--- src/sv/uspp_pkg.sv ---
// Shared types and constants for the Ulam spiral prime pixel block.
// Depends on nothing; used by the top level and its checker.
`timescale 1ns / 1ps

package uspp_pkg;

   localparam int ROW_W       = 10;
   localparam int LEVEL_W     = 8;
   localparam int NUMBER_W    = 21;
   localparam int SIDE_DEFAULT = 1024;
   localparam logic [LEVEL_W-1:0] WHITE_LEVEL = 8'd255;

   typedef struct packed {
      logic [ROW_W-1:0] row;
      logic [ROW_W-1:0] column;
   } req_type;

   typedef struct packed {
      logic [LEVEL_W-1:0]  pixel_level;
      logic                is_prime;
      logic [NUMBER_W-1:0] spiral_number;
   } rsp_type;

   typedef enum logic [2:0] {
      ST_IDLE,
      ST_CENTER,
      ST_SQUARE,
      ST_TEST,
      ST_DIV,
      ST_FINISH
   } state_type;

endpackage

--- src/sv/ulam_spiral_prime_pixel.sv ---
// Ulam spiral prime pixel: spiral number of a pixel and its trial-division primality.
// Depends on uspp_pkg for the request/response types, constants and state codes.
`timescale 1ns / 1ps

//  channel | direction | handshake              | payload
//  --------+-----------+------------------------+---------------------------------------
//  req     | in        | req_valid / req_stall  | req_data: row, column
//  rsp     | out       | rsp_valid / rsp_stall  | rsp_data: pixel_level, is_prime, number
//  csr     | in        | csr_valid / csr_ready  | csr_data: background level
//
//  Per request: centre, square, then for each trial divisor p = 2, 3, ... with p^2 <= n
//  the restoring remainder loop, one bit per cycle over the NW-bit number, until p divides
//  n or p^2 exceeds n; NW = 2*AW+1 is the spiral number width (23 at SIDE = 1024).
//  Requests stall until finish. Finish waits while a response stalls.
//  Reset is synchronous, active high: it clears the sequencer, response valid and level.
//  A stalled response holds in its register while the block takes the next request.

module ulam_spiral_prime_pixel #(
   parameter int SIDE = uspp_pkg::SIDE_DEFAULT
) (
   input  logic                               clock,
   input  logic                               reset,
   input  logic                               req_valid,
   output logic                               req_stall,
   input  uspp_pkg::req_type                  req_data,
   output logic                               rsp_valid,
   input  logic                               rsp_stall,
   output uspp_pkg::rsp_type                  rsp_data,
   input  logic                               csr_valid,
   output logic                               csr_ready,
   input  logic [uspp_pkg::LEVEL_W-1:0]       csr_data
);

   // Coordinate width: wide enough for the 10-bit index and for the centre offsets.
   localparam int SIDE_W = $clog2(SIDE);
   localparam int IDX_W  = (SIDE_W > uspp_pkg::ROW_W) ? SIDE_W : uspp_pkg::ROW_W;
   localparam int AW     = IDX_W + 1;     // signed x, y; unsigned ring size l
   localparam int DW     = AW + 3;        // signed offset d along the ring
   localparam int NW     = 2 * AW + 1;    // spiral number
   localparam int PW     = AW + 1;        // trial divisor
   localparam int SW     = NW + 1;        // divisor squared
   localparam int BW     = $clog2(NW);    // bit index into the spiral number

   localparam logic signed [AW-1:0] OFF_X = AW'((SIDE - 1) / 2);
   localparam logic signed [AW-1:0] OFF_Y = AW'(SIDE / 2);

   uspp_pkg::state_type state_ff, state_in;

   uspp_pkg::req_type            req_ff, req_in;
   uspp_pkg::rsp_type            rsp_ff, rsp_in;
   logic                         rsp_valid_ff, rsp_valid_in;
   logic [uspp_pkg::LEVEL_W-1:0] background_ff, background_in;
   logic [AW-1:0]                l_ff, l_in;
   logic [DW-2:0]                d_ff, d_in;
   logic [NW-1:0]                n_ff, n_in;
   logic [PW-1:0]                p_ff, p_in;
   logic [SW-1:0]                sq_ff, sq_in;
   logic [PW-1:0]                rem_ff, rem_in;
   logic [BW-1:0]                bit_ff, bit_in;
   logic                         prime_ff, prime_in;

   // Centering and ring geometry.
   logic signed [AW-1:0] x_s, y_s;
   logic [AW-1:0]        ax_u, ay_u, m_u, l_u;
   logic signed [DW-1:0] l_s, xe_s, ye_s, d_s;
   // Square of (l - 1).
   logic [AW-1:0]        lm_u;
   logic [2*AW-1:0]      lsq_u;
   // Shared restoring remainder step.
   logic [PW:0]          rem_sh, rem_sub;
   logic [PW-1:0]        rem_nx;

   always_comb begin
      x_s  = signed'(AW'(req_ff.row)) - OFF_X;
      y_s  = signed'(AW'(req_ff.column)) - OFF_Y;
      ax_u = x_s[AW-1] ? unsigned'(-x_s) : unsigned'(x_s);
      ay_u = y_s[AW-1] ? unsigned'(-y_s) : unsigned'(y_s);
      m_u  = (ax_u > ay_u) ? ax_u : ay_u;
      l_u  = {m_u[AW-2:0], 1'b0};
      l_s  = signed'(DW'(l_u));
      xe_s = DW'(x_s);
      ye_s = DW'(y_s);
      // d = 3l + x + y above the diagonal, l - x - y below it; never negative.
      if (y_s >= x_s) begin
         d_s = (l_s <<< 1) + l_s + xe_s + ye_s;
      end else begin
         d_s = l_s - xe_s - ye_s;
      end

      // (l - 1)^2 with l = 0 at the centre giving 1.
      lm_u  = (l_ff == '0) ? AW'(1) : l_ff - AW'(1);
      lsq_u = lm_u * lm_u;

      // Shift in the next dividend bit, subtract the divisor when it fits.
      rem_sh  = {rem_ff, n_ff[bit_ff]};
      rem_sub = rem_sh - {1'b0, p_ff};
      rem_nx  = (rem_sh >= {1'b0, p_ff}) ? rem_sub[PW-1:0] : rem_sh[PW-1:0];
   end

   // Sequencer: next state plus every datapath next value.
   always_comb begin
      state_in      = state_ff;
      req_in        = req_ff;
      rsp_in        = rsp_ff;
      rsp_valid_in  = rsp_valid_ff;
      background_in = background_ff;
      l_in          = l_ff;
      d_in          = d_ff;
      n_in          = n_ff;
      p_in          = p_ff;
      sq_in         = sq_ff;
      rem_in        = rem_ff;
      bit_in        = bit_ff;
      prime_in      = prime_ff;

      // Drop the response once it is taken.
      if (rsp_valid_ff && !rsp_stall) begin
         rsp_valid_in = 1'b0;
      end

      if (csr_valid) begin
         background_in = csr_data;
      end

      unique case (state_ff)
         uspp_pkg::ST_IDLE: begin
            if (req_valid) begin
               req_in   = req_data;
               state_in = uspp_pkg::ST_CENTER;
            end
         end
         uspp_pkg::ST_CENTER: begin
            l_in     = l_u;
            d_in     = d_s[DW-2:0];
            state_in = uspp_pkg::ST_SQUARE;
         end
         uspp_pkg::ST_SQUARE: begin
            n_in     = NW'(lsq_u) + NW'(d_ff);
            p_in     = PW'(2);
            sq_in    = SW'(4);
            state_in = uspp_pkg::ST_TEST;
         end
         uspp_pkg::ST_TEST: begin
            // 0 and 1 are not prime; no divisor up to the root means prime.
            if (n_ff < NW'(2)) begin
               prime_in = 1'b0;
               state_in = uspp_pkg::ST_FINISH;
            end else if (sq_ff > {1'b0, n_ff}) begin
               prime_in = 1'b1;
               state_in = uspp_pkg::ST_FINISH;
            end else begin
               rem_in   = '0;
               bit_in   = BW'(NW - 1);
               state_in = uspp_pkg::ST_DIV;
            end
         end
         uspp_pkg::ST_DIV: begin
            rem_in = rem_nx;
            if (bit_ff == '0) begin
               if (rem_nx == '0) begin
                  prime_in = 1'b0;
                  state_in = uspp_pkg::ST_FINISH;
               end else begin
                  // Advance to p + 1; (p + 1)^2 = p^2 + 2p + 1.
                  p_in     = p_ff + PW'(1);
                  sq_in    = sq_ff + SW'({p_ff, 1'b1});
                  state_in = uspp_pkg::ST_TEST;
               end
            end else begin
               bit_in = bit_ff - BW'(1);
            end
         end
         uspp_pkg::ST_FINISH: begin
            // Hold until the output register is free or being emptied.
            if (!rsp_valid_ff || !rsp_stall) begin
               rsp_in.pixel_level   = prime_ff ? uspp_pkg::WHITE_LEVEL : background_ff;
               rsp_in.is_prime      = prime_ff;
               rsp_in.spiral_number = n_ff[uspp_pkg::NUMBER_W-1:0];
               rsp_valid_in         = 1'b1;
               state_in             = uspp_pkg::ST_IDLE;
            end
         end
         default: begin
            state_in = uspp_pkg::ST_IDLE;
         end
      endcase
   end

   always_ff @(posedge clock) begin
      if (reset) begin
         state_ff <= uspp_pkg::ST_IDLE;
      end else begin
         state_ff <= state_in;
      end
   end

   always_ff @(posedge clock) begin
      if (reset) begin
         rsp_valid_ff  <= 1'b0;
         background_ff <= '0;
      end else begin
         rsp_valid_ff  <= rsp_valid_in;
         background_ff <= background_in;
      end
      req_ff   <= req_in;
      rsp_ff   <= rsp_in;
      l_ff     <= l_in;
      d_ff     <= d_in;
      n_ff     <= n_in;
      p_ff     <= p_in;
      sq_ff    <= sq_in;
      rem_ff   <= rem_in;
      bit_ff   <= bit_in;
      prime_ff <= prime_in;
   end

   assign req_stall = (state_ff != uspp_pkg::ST_IDLE);
   assign rsp_valid = rsp_valid_ff;
   assign rsp_data  = rsp_ff;
   assign csr_ready = 1'b1;

endmodule

--- config.mk ---
export PLATFORM = sky130hd
export DESIGN_NAME = ulam_spiral_prime_pixel
export DESIGN_NICKNAME = d
export VERILOG_FILES = /design/src/sv/uspp_pkg.sv /design/src/sv/ulam_spiral_prime_pixel.sv
export SDC_FILE = /design/constraint.sdc
export NUM_CORES = 1
export LEC_CHECK = 0
export BUFFER_PORTS_ARGS = -buffer_cell sky130_fd_sc_hd__buf_4
export CORE_UTILIZATION = 37
export CTS_CLUSTER_SIZE = 8
export DETAILED_ROUTE_END_ITERATION = 6
export PLACE_DENSITY_LB_ADDON = 0.1
export SYNTH_ARGS = -nofsm -noshare
export SYNTH_HDL_FRONTEND = slang
export SYNTH_SLANG_ARGS = --single-unit
--- constraint.sdc ---
create_clock -name clock -period 6.9 [get_ports clock]
set_clock_uncertainty 0.05 [all_clocks]
set_input_delay 0.69 -clock clock [delete_from_list [all_inputs] [get_ports clock]]
set_output_delay 0.69 -clock clock [all_outputs]
set_load 0.01 [all_outputs]
==> reports/qor.yml, run 1 <==
placed_design:
  placed_cell_area_um2: 16100
  port_buffers: 64
  post-dp-hpwl_um: 26900
  gp_congestion: 0.803
worst_setup_path:
  startpoint_type: "flip-flop"
  cp.required_ns: 7.03
  end_kind: "flip-flop"
  cp_max_fo: 4
  crit_type: "flip-flop to flip-flop"
  arrival_ns: 6.74
  reg2reg_depth: 25
clocking:
  cts_max_level: 4
  clk_latency_ns: 0.44
  cts_root_buf: "clkbuf_16"
  clkSinkCount: 162
  cts_hold_buf: 0
  cts_tree: "done"
  clockBufferDepth: 2
  path_clk_slew_ns: 0.07
  cts_buffers: 17
global_routing:
  grt_max_degree: 49
  grt_pass1_vias: 10800
  antenna_found_initial: 0
  overflow: 0
  grt_pass1_wl_um: 55900
  grt_usage: 0.172
sta:
  fmax_mhz: 151
  final_hold_viol_count: 0
  relSlewSlack: 0.209
  fin_crit_sh: 0.958
  worst_pin_slew_ns: 1.16
  min_period_ns: 6.61
  drv_slew: 0
  setup_viol: 0
layout:
  fin_util: 0.435
  final_cell_area_um2: 16900
  nNetsFinal: 1885
  syn2layout_area_growth_pct: 15.3
  drive_gt1_frac: 0.144
  diodes: 0
detailed_routing:
  ant_nets: 0
  top_layer_used: "met4"
  vias: 10300
  drc: 0
  met1_length_um: 15900
  wl_met2_um: 16100
  routed_wirelength_um: 33100
  wire_per_inst_um: 15.7
  wl_met3_um: 657
  viasPerCell: 4.90
  dr.pass1.iters: 5
  first_iter_violations: 400
die:
  die_w_um: 201
  rows: 72
  io_pins: 66
  die-area_um2: 40500
  start_util: 0.377
  core_area_um2: 38900
  die_height_um: 201
yosys:
  synthArstFlopShare: 0
  synth-main-ff-cell: "edfxtp_1"
  ys_warn_count: 0
  seq_area_frac_synth: 0.323
  synth.ff_latch_count: 162
  syn-instance-count: 1459
  syn_area_per_cell_um2: 10.1
  synth_edf_count: 150
  netlist_area_um2: 14700
  ys_types: 78
hold_path:
  whs_path_depth: 1
  min-delay-path-class: "primary input to flip-flop"
job:
  drv_cap: 0
outcome:
  status: "completed"
==> registers in the layout, indices dropped and copies added, names as in the netlist, 3 cells and up <==
name,count
background_ff,8
l_ff,10
rsp_data,30
sq_ff,24
p_ff,12
state_ff,3
req_ff,20
rem_ff,12
bit_ff,5
n_ff,23
d_ff,13
==> stage by stage <==
stage | worst slack (ns) | hold slack (ns) | setup TNS, ns | std cells
floorplan | 0.0143 | 0.394 | 0 | 1460
global placement | 0.0930 | 0.419 | 0 | 2066
detailed placement | 0.0398 | 0.429 | 0 | 2066
CTS | 0.0365 | 0.344 | 0 | 2097
global route | -0.0534 | 0.352 | -0.0993 | 2108
finish | 0.290 | 0.378 | 0 | 2108
==> placed cells by master, fill, tap and decap left out, types with 30 or more instances in the layout <==
cell,synthesis,layout
nor2_1,128,124
xor2_1,33,31
xnor2_1,67,67
edfxtp_1,150,150
nand2_1,83,80
ha_1,168,166
buf_4,1,121
inv_1,238,237
fa_1,106,106
o21ai_0,42,37
nor3_1,33,30
a21oi_1,67,62
==> what timing repair did <==
action | CTS | global route
pin swaps | 0 | 9
buffers inserted | 0 | 11
gates resized for setup | 1 | 46
endpoints found under the setup margin | 1 | 12
==> cell families after synthesis <==
family / synth area share
AO/OA/AOI/OAI: 0.105
XOR/XNOR: 0.0597
adder cells (fa/ha/maj): 0.288
buffers and inverters: 0.0672
flip-flops: 0.323
multiplexers: 0.0262
other: 0.000512
AND/OR/NAND/NOR: 0.131
==> cells in the mapped netlist, types with 16 or more instances <==
master	number	area, µm²
nor3_1	33	165
xnor2_1	67	587
o21ai_0	42	210
o21bai_1	16	120
a21o_1	29	218
ha_1	168	2100
xor2_1	33	289
fa_1	106	2120
edfxtp_1	150	4500
inv_1	238	893
nand3_1	29	145
clkbuf_1	16	60.1
or2_2	17	106
mux2i_1	17	170
nor2_1	128	480
a21oi_1	67	335
nand2_1	83	312
==> path summary, 6_finish.rpt <==
kind                          from                to  slack [ns]
hold / removal         req_data[8]         req_ff[8]        0.38
setup / recovery           l_ff[4]          n_ff[21]        0.29
hold reg to reg   background_ff[3]  background_ff[3]        0.44
setup reg to reg           l_ff[4]          n_ff[21]        0.29
==> layout make-up <==
cell class	count	area (µm²)
fill	3816	22000
multi-input combinational	1037	9170
sequential	162	4740
timing repair buffer	121	908
inverter	239	897
tap	518	648
clock buffer	18	429
clock inverter	13	128
==> metal layers <==
metal / global-route usage / up-vias
met5: 0 / -
met4: 0.0452 / 0
met3: 0.0246 / 24
met2: 0.294 / 92
met1: 0.227 / 4980
li1: - / 5236
==> worst max-delay path, stage by stage (launching register included) <==
cell,delay (ns)
edfxtp_1,0.42
nor3_2,0.21
nand2b_1,0.15
nor4_4,0.31
buf_4,0.17
a32oi_2,0.12
inv_1,0.11
nand2_2,0.08
fa_1,0.51
inv_1,0.06
fa_1,0.53
inv_1,0.05
fa_1,0.54
inv_1,0.06
fa_1,0.52
inv_1,0.05
fa_1,0.52
inv_1,0.04
ha_1,0.30
a21o_1,0.20
o311a_1,0.36
o21a_1,0.18
o21a_1,0.22
a41o_1,0.28
o41ai_2,0.23
xnor2_1,0.10
Power of run 1 is not shown: default switching activity piles up to over one toggle a cycle in this logic, so the estimate is an artifact.
==> inputs of run 2 (changes only) <==
Settings changed: CORE_UTILIZATION 37 to 40, REMOVE_ABC_BUFFERS from default to 1.
==> run 2 against run 1 <==
Cell count decreased by 2.8%. Sequential share of layout area increased by 0.16 points. Critical path type unchanged. Critical path depth stayed put. Cell area down 0.57%.
==> reports/qor.yml, run 2 (synthesis results as in run 1) <==
outcome:
  status: "completed"
detailed_routing:
  dr.pass1.iters: 5  # unchanged
  wire_per_inst_um: 15.8  # +0.43%
  drc: 0  # unchanged
  ant_nets: 0  # unchanged
  first_iter_violations: 417  # +4.3%
  vias: 10300  # -0.029%
  routed_wirelength_um: 32300  # -2.4%
  viasPerCell: 5.04  # +2.9%
clocking:
  clkSinkCount: 162  # unchanged
  cts_buffers: 17  # unchanged
  clockBufferDepth: 2  # unchanged
  cts_root_buf: "clkbuf_16"
  cts_hold_buf: 0  # unchanged
  path_clk_slew_ns: 0.07  # about the same
  clk_latency_ns: 0.45  # about the same
  cts_tree: "done"
  cts_max_level: 4  # unchanged
placed_design:
  port_buffers: 64  # unchanged
  post-dp-hpwl_um: 26000  # -3.4%
  placed_cell_area_um2: 16000  # -0.58%
  gp_congestion: 0.860  # +7.1%
layout:
  diodes: 0  # unchanged
  drive_gt1_frac: 0.146  # +0.00216
  final_common_cell: "inv_1"
  fin_util: 0.470  # +0.0348
  layout_common_cells: "233 x inv_1, 167 x ha_1, 150 x edfxtp_1"
  largest_reg_flops: 30  # unchanged
  final_cell_area_um2: 16800  # -0.57%
  syn2layout_area_growth_pct: 14.6
  nNetsFinal: 1881  # -0.21%
  fill_cells: 3330  # -13%
global_routing:
  busiest_layer: "met2"
  grtUsageMet3: 0.0249  # +0.000311
  antenna_found_initial: 0  # unchanged
  grt_usage: 0.181  # +0.00950
  grt_pass1_wl_um: 54200  # -3.1%
  grt_pass1_vias: 10600  # -1.9%
  groute.layer.met1.usage: 0.236  # +0.00973
  overflow: 0  # unchanged
  grt_use_met2: 0.317  # +0.0223
  grt_max_degree: 49  # unchanged
worst_setup_path:
  end_kind: "flip-flop"
  crit_type: "flip-flop to flip-flop"
  crit_path_top_delay_cell: "fa_1"
  startpoint_type: "flip-flop"
  cp_common_cell: "fa_1"
  cpPeakStageDelay_ns: 0.57  # +0.03 ns
  cp_max_fo: 4  # unchanged
  arrival_ns: 6.78  # +0.04 ns
  cp.required_ns: 7.04  # about the same
die:
  start_util: 0.410  # +0.0325
  io_pins: 66  # unchanged
  die_w_um: 194  # -3.8%
  core_area_um2: 35800  # -7.9%
  rows: 69  # -4.2%
  die-area_um2: 37500  # -7.4%
  die_height_um: 194  # -3.8%
sta:
  relSlewSlack: 0.223  # +0.0146
  setup_viol: 0  # unchanged
  worst_pin_slew_ns: 1.14  # -0.0214 ns
  fin_crit_sh: 0.963  # +0.00520
  drv_slew: 0  # unchanged
  fmax_mhz: 150  # -0.54%
  final_hold_viol_count: 0  # unchanged
  min_period_ns: 6.65  # +0.0359 ns
job:
  drv_cap: 0  # unchanged
hold_path:
  min-delay-path-class: "primary input to flip-flop"
## run 2: changes by cell type in the layout (fill, tap and decap cells not counted), moves of 3 or more
cell / previous run / this run
buf_4: 121 / 116
inv_1: 237 / 233
nor3_2: 2 / 6
clkinv_2: 0 / 3
nor3_1: 30 / 27
## run 2: final timing paths
path | startpoint | to | slack, ns | cells past startpoint
setup / recovery | l_ff[5] | n_ff[21] | 0.25 | 25
hold / removal | req_data[19] | req_ff[19] | 0.37 | 1
hold reg to reg | background_ff[3] | background_ff[3] | 0.44 | 2
setup reg to reg | l_ff[5] | n_ff[21] | 0.25 | 25
## run 2: timing repair
item	in CTS	in global routing
endpoints found under the setup margin	1	12
buffers inserted	0	10
pin swaps	0	29
resized for setup	2	47
endpoints found under the hold margin	0	0
## run 2: layout make-up
| class | instances | area (µm²) | share of cell area |
|---|---|---|---|
| multi-input cells | 1037 | 9140 | 0.543 |
| inverters | 239 | 903 | 0.0537 |
| flip-flops and latches | 162 | 4740 | 0.282 |
| well taps | 461 | 577 | 0.0343 |
| repair buffers | 117 | 882 | 0.0524 |
| clock inverters | 15 | 150 | 0.00892 |
| clock buffers | 17 | 425 | 0.0253 |
## run 2: worst max-delay path, delay by kind of cell (launching register included)
family                     cells  cell delay [ns]
xor gates and xnor gates       2             0.26
DFF                            1             0.41
buffers and inverters          5             0.24
adders and majority gates      6             2.77
and+or+nand+nor                6             1.27
AOI/OAI and AO/OA              6             1.41
## run 2: per-stage QoR
stage / setup slack (ns) / std cells / TNS [ns] / hold slack [ns]
2_1_floorplan: -0.372 / 1438 / -0.712 / 0.394
3_3_place_gp: 0.149 / 2006 / 0 / 0.418
3_5_place_dp: -0.0308 / 2006 / -0.0308 / 0.429
4_1_cts: 0.0540 / 2038 / 0 / 0.339
5_1_grt: -0.0691 / 2048 / -0.117 / 0.345
6_report: 0.254 / 2048 / 0 / 0.368
## run 2: routing by layer
metal  part of all wire  vias to the layer above
li1                   -                     5236
met1               0.47                     4972
met2               0.50                      101
met3              0.021                       20
met4              0.011                        0
met5                  0                        -
Power of run 2 is left out for the same reason.
